<file path="config.mk">
export PLATFORM = sky130hd
export DESIGN_NAME = timed_gesture_gate_top
export DESIGN_NICKNAME = d
export VERILOG_FILES = /design/src/hw/rtl/gtg_pkg.sv /design/src/hw/rtl/gtg_csr.sv /design/src/hw/rtl/gtg_core.sv /design/src/hw/rtl/timed_gesture_gate_top.sv
export VERILOG_INCLUDE_DIRS = /design/src /design/src/hw/rtl
export SDC_FILE = /design/constraint.sdc
export NUM_CORES = 1
export LEC_CHECK = 0
export ABC_CLOCK_PERIOD_IN_PS = 20500
export BUFFER_PORTS_ARGS = -buffer_cell sky130_fd_sc_hd__buf_2
export CORE_ASPECT_RATIO = 2
export CORE_UTILIZATION = 45
export DETAILED_ROUTE_END_ITERATION = 6
export PLACE_DENSITY_LB_ADDON = 0.08
export SYNTH_ARGS = -nofsm -noshare
export SYNTH_HDL_FRONTEND = slang
export SYNTH_SLANG_ARGS = --single-unit
</file>
<file path="constraint.sdc">
create_clock -name clock -period 20.5 [get_ports clock]
set_clock_uncertainty 0.2 [all_clocks]
set_input_delay 3.075 -clock clock [delete_from_list [all_inputs] [get_ports clock]]
set_output_delay 3.075 -clock clock [all_outputs]
set_load 0.005 [all_outputs]
</file>
<file path="src/hw/rtl/assert_macros.svh">
// Assertion macros for the RTL of the timed gesture gate.
`ifndef ASSERT_MACROS_SVH
`define ASSERT_MACROS_SVH

// Check that a condition implies another in the same cycle.
`define GTG_ASSERT_SAME(label, clk, rst, cond, expect_now) \
   label: assert property (@(posedge clk) disable iff (rst) (cond) |-> (expect_now)) \
      else $error("gtg assertion failed: same-cycle implication");

// Check that a condition implies another in the following cycle.
`define GTG_ASSERT_NEXT(label, clk, rst, cond, expect_next) \
   label: assert property (@(posedge clk) disable iff (rst) (cond) |=> (expect_next)) \
      else $error("gtg assertion failed: next-cycle implication");

`endif

</file>
<file path="src/hw/rtl/gtg_pkg.sv">
// Shared widths, constants and types of the timed gesture gate.
package gtg_pkg;

   localparam int LEVEL_W     = 16;
   localparam int TICK_W      = 32;
   localparam int SPAN_W      = 31;
   localparam int CSR_INDEX_W = 8;
   localparam int CSR_DATA_W  = 32;
   localparam int REQ_DATA_W  = 64;
   localparam int RSP_DATA_W  = 24;

   // 1.0 in the 4.12 level format; a level at or above it counts as active
   localparam logic signed [LEVEL_W-1:0] ONE_LEVEL = 16'sd4096;

   // Register indexes
   localparam logic [CSR_INDEX_W-1:0] CSR_TRIGGER_PRESENT  = 8'd0;
   localparam logic [CSR_INDEX_W-1:0] CSR_MODIFIER_PRESENT = 8'd1;
   localparam logic [CSR_INDEX_W-1:0] CSR_LAG_TICKS        = 8'd2;
   localparam logic [CSR_INDEX_W-1:0] CSR_HOLD_TICKS       = 8'd3;

   typedef struct packed {
      logic              trigger_present;
      logic              modifier_present;
      logic [SPAN_W-1:0] lag_ticks;
      logic [SPAN_W-1:0] hold_ticks;
   } cfg_type;

   typedef struct packed {
      logic signed [LEVEL_W-1:0] gated_level;
      logic                      is_latched;
      logic                      is_blocked;
   } result_type;

endpackage

</file>
<file path="src/hw/rtl/gtg_csr.sv">
// Configuration register file of the timed gesture gate.
module gtg_csr (
   input  logic                               clock,
   input  logic                               reset,
   input  logic                               wr_en,
   input  logic [gtg_pkg::CSR_INDEX_W-1:0]    wr_index,
   input  logic [gtg_pkg::CSR_DATA_W-1:0]     wr_data,
   output gtg_pkg::cfg_type                   cfg
);

   gtg_pkg::cfg_type cfg_ff;
   gtg_pkg::cfg_type cfg_in;

   always_comb begin
      cfg_in = cfg_ff;
      if (wr_en) begin
         unique case (wr_index)
            gtg_pkg::CSR_TRIGGER_PRESENT:  cfg_in.trigger_present  = wr_data[0];
            gtg_pkg::CSR_MODIFIER_PRESENT: cfg_in.modifier_present = wr_data[0];
            gtg_pkg::CSR_LAG_TICKS:        cfg_in.lag_ticks  = wr_data[gtg_pkg::SPAN_W-1:0];
            gtg_pkg::CSR_HOLD_TICKS:       cfg_in.hold_ticks = wr_data[gtg_pkg::SPAN_W-1:0];
            default:                       cfg_in = cfg_ff;  // drop unknown index
         endcase
      end
   end

   always_ff @(posedge clock) begin
      if (reset) begin
         cfg_ff <= '0;
      end else begin
         cfg_ff <= cfg_in;
      end
   end

   assign cfg = cfg_ff;

endmodule

</file>
<file path="src/hw/rtl/gtg_core.sv">
// Gate state registers and the per-sample decision logic.
module gtg_core (
   input  logic                                 clock,
   input  logic                                 reset,
   input  logic                                 enable,
   input  gtg_pkg::cfg_type                     cfg,
   input  logic signed [gtg_pkg::LEVEL_W-1:0]   trigger_level,
   input  logic signed [gtg_pkg::LEVEL_W-1:0]   modifier_level,
   input  logic [gtg_pkg::TICK_W-1:0]           now_ticks,
   output gtg_pkg::result_type                  result
);

   logic                        trig_was_ff, trig_was_in;
   logic [gtg_pkg::TICK_W-1:0]  trig_rise_ff, trig_rise_in;
   logic                        mod_was_ff, mod_was_in;
   logic [gtg_pkg::TICK_W-1:0]  mod_rise_ff, mod_rise_in;
   logic                        latched_ff, latched_in;
   logic                        blocked_ff, blocked_in;
   logic                        qualifying_ff, qualifying_in;
   logic [gtg_pkg::TICK_W-1:0]  qual_start_ff, qual_start_in;

   logic                        trig_act;
   logic                        mod_act;
   logic                        pass;
   logic [gtg_pkg::TICK_W-1:0]  lag_ext;
   logic [gtg_pkg::TICK_W-1:0]  hold_ext;
   logic [gtg_pkg::TICK_W-1:0]  trig_elapsed;
   logic [gtg_pkg::TICK_W-1:0]  rise_diff;
   logic                        mod_first;
   logic [gtg_pkg::TICK_W-1:0]  qual_elapsed;

   // Clamping the modifier to 0..1.0 does not change whether it reaches 1.0
   assign trig_act = (trigger_level >= gtg_pkg::ONE_LEVEL);
   assign mod_act  = (modifier_level >= gtg_pkg::ONE_LEVEL);
   assign lag_ext  = {1'b0, cfg.lag_ticks};
   assign hold_ext = {1'b0, cfg.hold_ticks};

   always_comb begin
      trig_was_in   = trig_was_ff;
      trig_rise_in  = trig_rise_ff;
      mod_was_in    = mod_was_ff;
      mod_rise_in   = mod_rise_ff;
      latched_in    = latched_ff;
      blocked_in    = blocked_ff;
      qualifying_in = qualifying_ff;
      qual_start_in = qual_start_ff;
      pass          = 1'b0;
      trig_elapsed  = '0;
      rise_diff     = '0;
      mod_first     = 1'b0;
      qual_elapsed  = '0;

      if (!cfg.trigger_present) begin
         pass = 1'b0;
      end else if (!cfg.modifier_present) begin
         pass = 1'b1;
      end else begin
         // Track edges of both levels
         if (trig_act) begin
            if (!trig_was_ff) begin
               trig_rise_in = now_ticks;
            end
            trig_was_in = 1'b1;
         end else begin
            latched_in    = 1'b0;
            blocked_in    = 1'b0;
            trig_was_in   = 1'b0;
            qualifying_in = 1'b0;
         end
         if (mod_act) begin
            if (!mod_was_ff) begin
               mod_rise_in = now_ticks;
            end
            mod_was_in = 1'b1;
         end else begin
            mod_was_in    = 1'b0;
            qualifying_in = 1'b0;
         end

         trig_elapsed = now_ticks - trig_rise_in;
         rise_diff    = mod_rise_in - trig_rise_in;
         mod_first    = (rise_diff == '0) || rise_diff[gtg_pkg::TICK_W-1];

         priority if (latched_in) begin
            pass = 1'b1;
         end else if (blocked_in) begin
            pass = 1'b0;
         end else if (!trig_act) begin
            pass = mod_act;
         end else if (!mod_act) begin
            // Modifier still missing: block once the lag runs out
            if (trig_elapsed > lag_ext) begin
               blocked_in = 1'b1;
            end
            pass = 1'b0;
         end else if (!mod_first && (rise_diff > lag_ext)) begin
            blocked_in = 1'b1;
            pass       = 1'b0;
         end else begin
            if (!qualifying_in) begin
               qual_start_in = now_ticks;
               qualifying_in = 1'b1;
            end
            qual_elapsed = now_ticks - qual_start_in;
            if (qual_elapsed < hold_ext) begin
               pass = 1'b0;
            end else begin
               latched_in = 1'b1;
               pass       = 1'b1;
            end
         end
      end
   end

   always_ff @(posedge clock) begin
      if (reset) begin
         trig_was_ff   <= 1'b0;
         trig_rise_ff  <= '0;
         mod_was_ff    <= 1'b0;
         mod_rise_ff   <= '0;
         latched_ff    <= 1'b0;
         blocked_ff    <= 1'b0;
         qualifying_ff <= 1'b0;
         qual_start_ff <= '0;
      end else if (enable) begin
         trig_was_ff   <= trig_was_in;
         trig_rise_ff  <= trig_rise_in;
         mod_was_ff    <= mod_was_in;
         mod_rise_ff   <= mod_rise_in;
         latched_ff    <= latched_in;
         blocked_ff    <= blocked_in;
         qualifying_ff <= qualifying_in;
         qual_start_ff <= qual_start_in;
      end
   end

   assign result.gated_level = pass ? trigger_level : '0;
   assign result.is_latched  = latched_in;
   assign result.is_blocked  = blocked_in;

endmodule

</file>
<file path="src/hw/rtl/timed_gesture_gate_top.sv">
// Top level of the timed gesture gate: stream ports, sample and result registers.
//
// The timed gesture gate takes one timestamped sample per req beat (trigger level,
// modifier level, both signed 4.12 with 4096 = 1.0, and a 32-bit wrapping tick count)
// and returns exactly one rsp beat per sample: the trigger level when the gate passes
// it, else zero, plus the latched and blocked flags after that sample. The gate opens
// when the modifier reached 1.0 no later than lag_ticks after the trigger did, stays
// qualifying while both are held for hold_ticks, then latches until the trigger falls;
// a missed lag blocks the output until the trigger is released. A sample goes through
// two registers: the req beat lands in the sample register, the decision and the gate
// state update are made from it when the pipe advances and the result lands in the rsp
// register, and the block takes one sample every cycle as long as rsp beats are taken.
// The rate is set by the state update in gtg_core, which each sample must see from the
// one before. With trigger_present clear the output is zero; with modifier_present clear
// the trigger passes straight through; in both cases the gate state holds. Configuration
// beats on the csr channel are always accepted and should be sent only while no sample
// is in flight.
module timed_gesture_gate_top (
   input  logic                               clock,
   input  logic                               reset,
   // req_tdata: trigger_level[15:0], modifier_level[31:16], now_ticks[63:32]
   input  logic                               req_tvalid,
   output logic                               req_tready,
   input  logic [gtg_pkg::REQ_DATA_W-1:0]     req_tdata,
   // rsp_tdata: gated_level[15:0], is_latched[16], is_blocked[17], zero fill[23:18]
   output logic                               rsp_tvalid,
   input  logic                               rsp_tready,
   output logic [gtg_pkg::RSP_DATA_W-1:0]     rsp_tdata,
   input  logic                               csr_valid,
   output logic                               csr_ready,
   input  logic [gtg_pkg::CSR_INDEX_W-1:0]    csr_index,
   input  logic [gtg_pkg::CSR_DATA_W-1:0]     csr_wdata
);

`include "assert_macros.svh"

   gtg_pkg::cfg_type                     cfg;
   gtg_pkg::result_type                  core_result;

   logic                                 in_valid_ff, in_valid_in;
   logic signed [gtg_pkg::LEVEL_W-1:0]   trig_ff, trig_in;
   logic signed [gtg_pkg::LEVEL_W-1:0]   mod_ff, mod_in;
   logic [gtg_pkg::TICK_W-1:0]           now_ff, now_in;
   logic                                 out_valid_ff, out_valid_in;
   gtg_pkg::result_type                  out_result_ff, out_result_in;

   logic                                 advance;
   logic                                 req_beat;

   // The result register drains or is empty: the whole pipe moves
   assign advance    = !out_valid_ff || rsp_tready;
   assign req_tready = advance || !in_valid_ff;
   assign req_beat   = req_tvalid && req_tready;
   assign csr_ready  = 1'b1;

   gtg_csr u_csr (
      .clock    (clock),
      .reset    (reset),
      .wr_en    (csr_valid && csr_ready),
      .wr_index (csr_index),
      .wr_data  (csr_wdata),
      .cfg      (cfg)
   );

   gtg_core u_core (
      .clock          (clock),
      .reset          (reset),
      .enable         (in_valid_ff && advance),
      .cfg            (cfg),
      .trigger_level  (trig_ff),
      .modifier_level (mod_ff),
      .now_ticks      (now_ff),
      .result         (core_result)
   );

   always_comb begin
      // Sample register: load on a req beat, empty when its sample moves on
      in_valid_in = in_valid_ff;
      trig_in     = trig_ff;
      mod_in      = mod_ff;
      now_in      = now_ff;
      if (req_beat) begin
         in_valid_in = 1'b1;
         trig_in     = req_tdata[15:0];
         mod_in      = req_tdata[31:16];
         now_in      = req_tdata[63:32];
      end else if (advance) begin
         in_valid_in = 1'b0;
      end

      // Result register: advance with the pipe, hold while rsp stalls
      out_valid_in  = out_valid_ff;
      out_result_in = out_result_ff;
      if (advance) begin
         out_valid_in  = in_valid_ff;
         out_result_in = core_result;
      end
   end

   always_ff @(posedge clock) begin
      if (reset) begin
         in_valid_ff  <= 1'b0;
         out_valid_ff <= 1'b0;
      end else begin
         in_valid_ff  <= in_valid_in;
         out_valid_ff <= out_valid_in;
      end
      trig_ff       <= trig_in;
      mod_ff        <= mod_in;
      now_ff        <= now_in;
      out_result_ff <= out_result_in;
   end

   assign rsp_tvalid = out_valid_ff;
   assign rsp_tdata  = {6'b0, out_result_ff.is_blocked, out_result_ff.is_latched,
                        out_result_ff.gated_level};

   // The gate is never latched and blocked at once
   `GTG_ASSERT_SAME(a_latch_block_excl, clock, reset, rsp_tvalid, !(rsp_tdata[16] && rsp_tdata[17]))
   // A req beat during an rsp stall may only fill an empty sample register
   `GTG_ASSERT_SAME(a_stall_fill_empty, clock, reset, req_beat && rsp_tvalid && !rsp_tready, !in_valid_ff)
   // A waiting sample is not dropped while the pipe is stalled
   `GTG_ASSERT_NEXT(a_stall_keeps_sample, clock, reset, in_valid_ff && !advance, in_valid_ff)

endmodule
</file>
* Word level (Yosys, flattened, before mapping)
Cells that the tools add are included.
** Storage, ports and cells
- Output and inout bits :: 27
- Bits in registers :: 249
- Input bits :: 109
- Word-level logic and storage cells :: 108
** Operators by class
- Bitwise logic cells :: 3
- Magnitude comparators :: 5
- $add $sub $neg :: 3
- Equal/unequal tests :: 3
- Reduce and logical (&&, ||, !) cells :: 18
- Muxes and demuxes :: 56
** Operators by type and width (count)
- $mux 32 :: 16
- $sub 32x32->32 :: 3
- $gt 32x31->1 :: 2
- $mux 1 :: 40
- $ge 16x14->1 const B :: 2
- $logic_not 32->1 :: 1
- $lt 32x31->1 :: 1
- $eq 8x2->1 const B :: 2
- $eq 8x1->1 const B :: 1
- $logic_not 8->1 :: 1
- $reduce_and 2->1 :: 4
- $reduce_and 8->1 :: 1
- $logic_and 1x1->1 :: 3
- $logic_not 1->1 :: 3
- $logic_or 1x1->1 :: 3
- $not 1->1 :: 3
- $reduce_and 3->1 :: 1
- $reduce_bool 2->1 :: 1

* Logic depth before layout (Yosys ltp)
- Depth in word-level cells :: 26
- Gate-level depth with buffers :: 35
- Gate-level depth less buffers :: 33

* Cells and area by module
From an unflattened synthesis, not the netlist that was laid out.
** Second synthesis, totals
- Cell total of the unflattened synthesis :: 2142
- Area total of the unflattened synthesis :: 18574.1 µm²
** By module, submodules not included
- gtg_core :: times used 1, area an instance 13285.2 µm², cells each 1795, sequential area each 2021.9 µm²
- gtg_csr :: times used 1, area an instance 2682.6 µm², cells each 246, sequential area each 1281.2 µm²
- timed_gesture_gate_top :: times used 1, area an instance 2606.2 µm², cells each 101, sequential area each 2502.4 µm²

* Worst setup path before layout
No wires, ideal clock.
- Path type :: reg-to-reg
- Start :: reg trig_ff[14] (netlist bit)
- End :: reg out_result_ff, in the netlist rsp_tdata[10] (data pin)
- Data arrival time :: 6.782 ns
- Path slack :: 13.263 ns
- Clock period less this slack :: 7.237 ns
- Cell stages (with the launch flop) :: 32
- Data required time :: 20.045 ns
- Setup time :: 0.255 ns
- Buffers on the path :: 2
- Path through :: edfxtp_1 nor3_4 nor4_2 nand2_1 buf_1 mux2_2 ha_1 inv_1 fa_1 a21o_1 a21oi_1 o21bai_1 a21oi_1 o21bai_1 a21oi_1 o21ai_0 a311oi_1 a2111oi_0 nor3_1 o21ai_0 a221o_1 xor2_1 ha_1 a21o_1 a21oi_1 o2111ai_1 o211ai_1 a21oi_1 or4b_1 a41o_1 buf_2 and2_1
** On the way
- Cells in the longest elaborated chain, start to end :: 23
- Elaborated cells on any way between the ends :: 38
- Those cells by class :: add/sub: 2; order compare: 3; mux: 29; reduce/logical: 4
** Ends and longest elaborated chain
- start, declared :: RTL line timed_gesture_gate_top.sv:41 : logic signed [gtg_pkg::LEVEL_W-1:0] trig_ff, trig_in;
- start signal, assigned :: RTL line timed_gesture_gate_top.sv:108 : trig_ff <= trig_in;
- $ge 16x14->1 (*) :: RTL line gtg_core.sv:33 : assign trig_act = (trigger_level >= gtg_pkg::ONE_LEVEL);
- $mux 1 :: RTL line gtg_core.sv:59 : if (trig_act) begin
- $mux 1 :: RTL line gtg_core.sv:70 : if (mod_act) begin
- $mux 1 :: RTL line gtg_core.sv:55 : end else if (!cfg.modifier_present) begin
- $mux 1 :: RTL line gtg_core.sv:53 : if (!cfg.trigger_present) begin
- $mux 32 :: RTL line gtg_core.sv:100 : if (!qualifying_in) begin
- $mux 32 :: RTL line gtg_core.sv:96 : end else if (!mod_first && (rise_diff > lag_ext)) begin
- $mux 32 :: RTL line gtg_core.sv:90 : end else if (!mod_act) begin
- [7 not listed]
- $mux 1 :: RTL line gtg_core.sv:105 : if (qual_elapsed < hold_ext) begin
- $mux 1 :: RTL line gtg_core.sv:96
- $mux 1 :: RTL line gtg_core.sv:90
- $mux 1 :: RTL line gtg_core.sv:88 : end else if (!trig_act) begin
- $mux 1 :: RTL line gtg_core.sv:86 : end else if (blocked_in) begin
- $mux 1 (*) :: RTL line gtg_core.sv:84 : priority if (latched_in) begin
- $mux 1 (*) :: RTL line gtg_core.sv:55
- $mux 1 (*) :: RTL line gtg_core.sv:53
- end signal, assigned :: RTL line timed_gesture_gate_top.sv:111 : out_result_ff <= out_result_in;
- end, declared :: RTL line timed_gesture_gate_top.sv:45 : gtg_pkg::result_type out_result_ff, out_result_in;
Every way passes the cells marked *; elsewhere a longest branch is shown, timed or not. The select of a mux whose other input is x is not followed.
A chain may end at the register's enable or synchronous reset.

* Worst setup path after layout
- Start :: reg trig_ff[15] (netlist bit)
- End :: reg out_result_ff, in the netlist rsp_tdata[14] (data pin)
The elaborated chain is that of the path after synthesis.

==> out/metrics.csv <==
stage,metric,value,unit
die,top-level I/O count,136,
clocking,Clock Tree Root,clkbuf_16,
finish,nets@finish,2420,
worst_setup_path,CP Data Required Time,20.62,ns
power,Clock power frac,0.359,
die,DIE AREA,38600,um2
worst_setup_path,Crit. End Element,register,
synthesis,Mapped Area,17000,um2
routing,vias per std cell,5.911,
global_route,initial antenna violation count,0,
synthesis,main combinational cell family by area after synthesis,compound AO/OA/AOI/OAI gates,
global_route,vias in the first global route,15176,
sta,max-slew violation count,0,
routing,routed wire length,55770,um
die,initial core utilization,0.4574,
sta,Fmax,113.0,MHz
worst_setup_path,max incr delay on CP,0.63,ns
finish,"commonest non-fill, non-tap cell in the layout",nand2_1,
global_route,GRT Overall Usage,0.2888,
finish,most frequent cells in the layout,"nand2_1 (350), a21oi_1 (251), ha_1 (176)",
clocking,"CTS clk-pin slew, worst paths",0.06,ns
finish,number of antenna diodes,0,
clocking,clock tree from TritonCTS,built,
die,Die Y,276.9,um
worst_setup_path,"Buf+Inv Stages, Crit Path",2,
finish,fill cell count,3602,
worst_setup_path,crit path kind,reg -> reg,
sta,final hold vios,0,
place,DP Worst Slack,11.82,ns
die,Rows,100,
synthesis,count of cell types in the netlist,83,
sta,setup repair after global routing missed its margin,no,
worst_setup_path,CP max FO,63,
power,internal power,0.9430,mW
place,Port Buffers,115,
synthesis,synthesized flop and latch total,237,
synthesis,Synth Flop Type,dfxtp_1,
routing,drt pass-1 iters,5,
finish,area of the multi-input gates,10800,um2
routing,drt wl/cell,21.34,um
worst_setup_path,Startpoint Class,register,
power,Max VDD drop,0.06711,mV
routing,Post-DRT Antenna Nets,0,
clocking,post-CTS setup repair buffer count,0,
sta,"Setup violations, final",0,
sta,worst rel slew slack,0.2062,
sta,setup TNS,0,ns
synthesis,Synth Area in Adders,0.1319,
outcome,status,"complete, no violations",
synthesis,"FFs w/ async S/R, synth",0,
global_route,largest net degree at the start of global routing,85,
worst_setup_path,"CP delay by family, top",compound AO/OA/AOI/OAI gates,
die,core box area,37160,um2
synthesis,Compound-Gate Fraction of Synth Area,0.2377,
clocking,clock sinks,237,
synthesis,synthesized area per cell,8.196,um2
power,switching share of power,0.3360,
worst_hold_path,worst min path class,reg -> reg,
place,detailed placement HPWL,43200,um
routing,DRC,0,
finish,Layout area overhead,10.63,%
power,Seq pwr share,0.355,
worst_setup_path,CP max stage cell,mux2i_1,
synthesis,post-synthesis mux area share,0.03599,
finish,FF/Latch Area,5445,um2
synthesis,Post-Syn Instances,2074,
synthesis,Yosys Warn Count,0,
place,gp weighted congestion,0.9335,
sta,Tcrit/Tclk final,0.4318,
global_route,final global-route overflow total,0,
power,combinational power share,0.287,
routing,DRT iter0 DRCs,831,
synthesis,cell taking the most area after synthesis,dfxtp_1,
clocking,CTS buffer count,26,
power,Leak,7.550,nW
global_route,first-pass GRT wire length,85280,um
clocking,htree depth,1,
synthesis,number of flops mapped to enable cells by yosys,70,
routing,total number of vias,15445,
power,Total Power,1.420,mW
synthesis,"Seq/Total Area, Yosys",0.3203,
die,Die X,139.4,um
synthesis,XOR/XNOR share of the synthesized area,0.04328,
job,# Max-Cap Violations,0,
synthesis,simple-gate share of the synthesized area,0.1834,
power,Sw Pwr,0.4773,mW
finish,layout cells sized above 1,0.09517,
synthesis,Synth top area share,0.1967,
worst_setup_path,CP arrival,8.97,ns
synthesis,Synth area leaders,"dfxtp_1 (20%), ha_1 (13%), edfxtp_1 (12%)",
power,Power Density,75.52,nW/um2
sta,minimum clock period,8.852,ns
clocking,Max Buffers Root-to-Sink,3,
sta,final setup slack of the worst path,11.65,ns
clocking,Post-CTS Resized,0,
sta,worst-margin pin slew,1.191,ns
clocking,cts hold-fix bufs,0,
clocking,clk_lat worst skew,0.59,ns
## cell families after synthesis
group | Yosys count
buffers and inverters | 201
other | 2
flip-flops | 237
AO/OA/AOI/OAI | 634
multiplexers | 61
adder cells (fa/ha/maj) | 179
AND/OR/NAND/NOR | 676
XOR/XNOR | 84
## metal layers
layer | global-route usage | vias to the layer above | wire length, um
li1 | - | 7585 | -
met1 | 0.2754 | 7198 | 19200
met2 | 0.5435 | 466 | 29030
met3 | 0.02698 | 196 | 1895
met4 | 0.2561 | 0 | 5647
met5 | 0 | - | 0
## final timing paths
path | startpoint | end | slack [ns] | cells after the start
worst max-delay path | trig_ff[15]$_DFFE_PP_ | rsp_tdata[14]$_SDFFCE_PN0P_ | 11.65 | 27
worst max register to register | trig_ff[15]$_DFFE_PP_ | rsp_tdata[14]$_SDFFCE_PN0P_ | 11.65 | 27
worst min register to register | u_core.mod_rise_ff[19]$_SDFFE_PP0P_ | u_core.mod_rise_ff[19]$_SDFFE_PP0P_ | 0.25 | 2
worst min-delay path | u_core.mod_rise_ff[19]$_SDFFE_PP0P_ | u_core.mod_rise_ff[19]$_SDFFE_PP0P_ | 0.25 | 2
## Yosys cell counts, types with 31 or more instances
master	instances
nor2_1	98
dfxtp_1	167
xnor2_1	56
a211oi_1	46
mux2i_1	60
clkbuf_1	75
nor2b_1	38
inv_1	96
o21ai_0	83
ha_1	176
edfxtp_1	70
a21o_1	70
a21oi_1	251
a311oi_1	31
nand2_1	351
## power by group through the flow
stage	combinational [mW]	clock (mW)	sequential, mW
2_1_floorplan	0.286	0	0.506
3_3_place_gp	0.394	0	0.514
3_5_place_dp	0.399	0	0.514
4_1_cts	0.402	0.524	0.504
5_1_grt	0.447	0.539	0.504
6_report	0.407	0.509	0.504
## sequential cells by signal, indices dropped and copies added, names as in the netlist
register / flops
u_core.qualifying_ff: 1
u_core.blocked_ff: 1
u_csr.cfg: 64
u_core.trig_rise_ff: 32
trig_ff: 16
now_ff: 32
rsp_tdata: 18
u_core.mod_was_ff: 1
mod_ff: 4
u_core.qual_start_ff: 32
u_core.trig_was_ff: 1
u_core.mod_rise_ff: 32
rsp_tvalid: 1
u_core.latched_ff: 1
in_valid_ff: 1
## worst reg2reg max path, delay by kind of cell, from the launching register on
family,cells,cell delay [ns]
DFF,1,0.51
xor gates and xnor gates,1,0.44
adders and majority gates,2,0.65
AOI/OAI and AO/OA,10,2.59
muxes,2,0.93
buffers and inverters,2,0.98
and+or+nand+nor,10,2.30
## layout make-up
class	count	area share
multi-input combinational	1641	0.5745
sequential	237	0.2896
timing repair buffer	132	0.03753
clock buffer	32	0.03746
tap	459	0.03054
inverter	96	0.01916
clock inverter	16	0.01131
## per-stage QoR
step,utilization,area [um2],cells,hold WS [ns]
6_report,0.5061,18810,2613,0.2541
5_1_grt,0.5061,18810,2613,0.2754
4_1_cts,0.5061,18810,2613,0.2551
3_5_place_dp,0.4814,17890,2565,0.2465
3_3_place_gp,0.4814,17890,2565,0.2412
2_1_floorplan,-,17020,2079,0.2363
No activity file was read; power rests on OpenSTA's default activity.
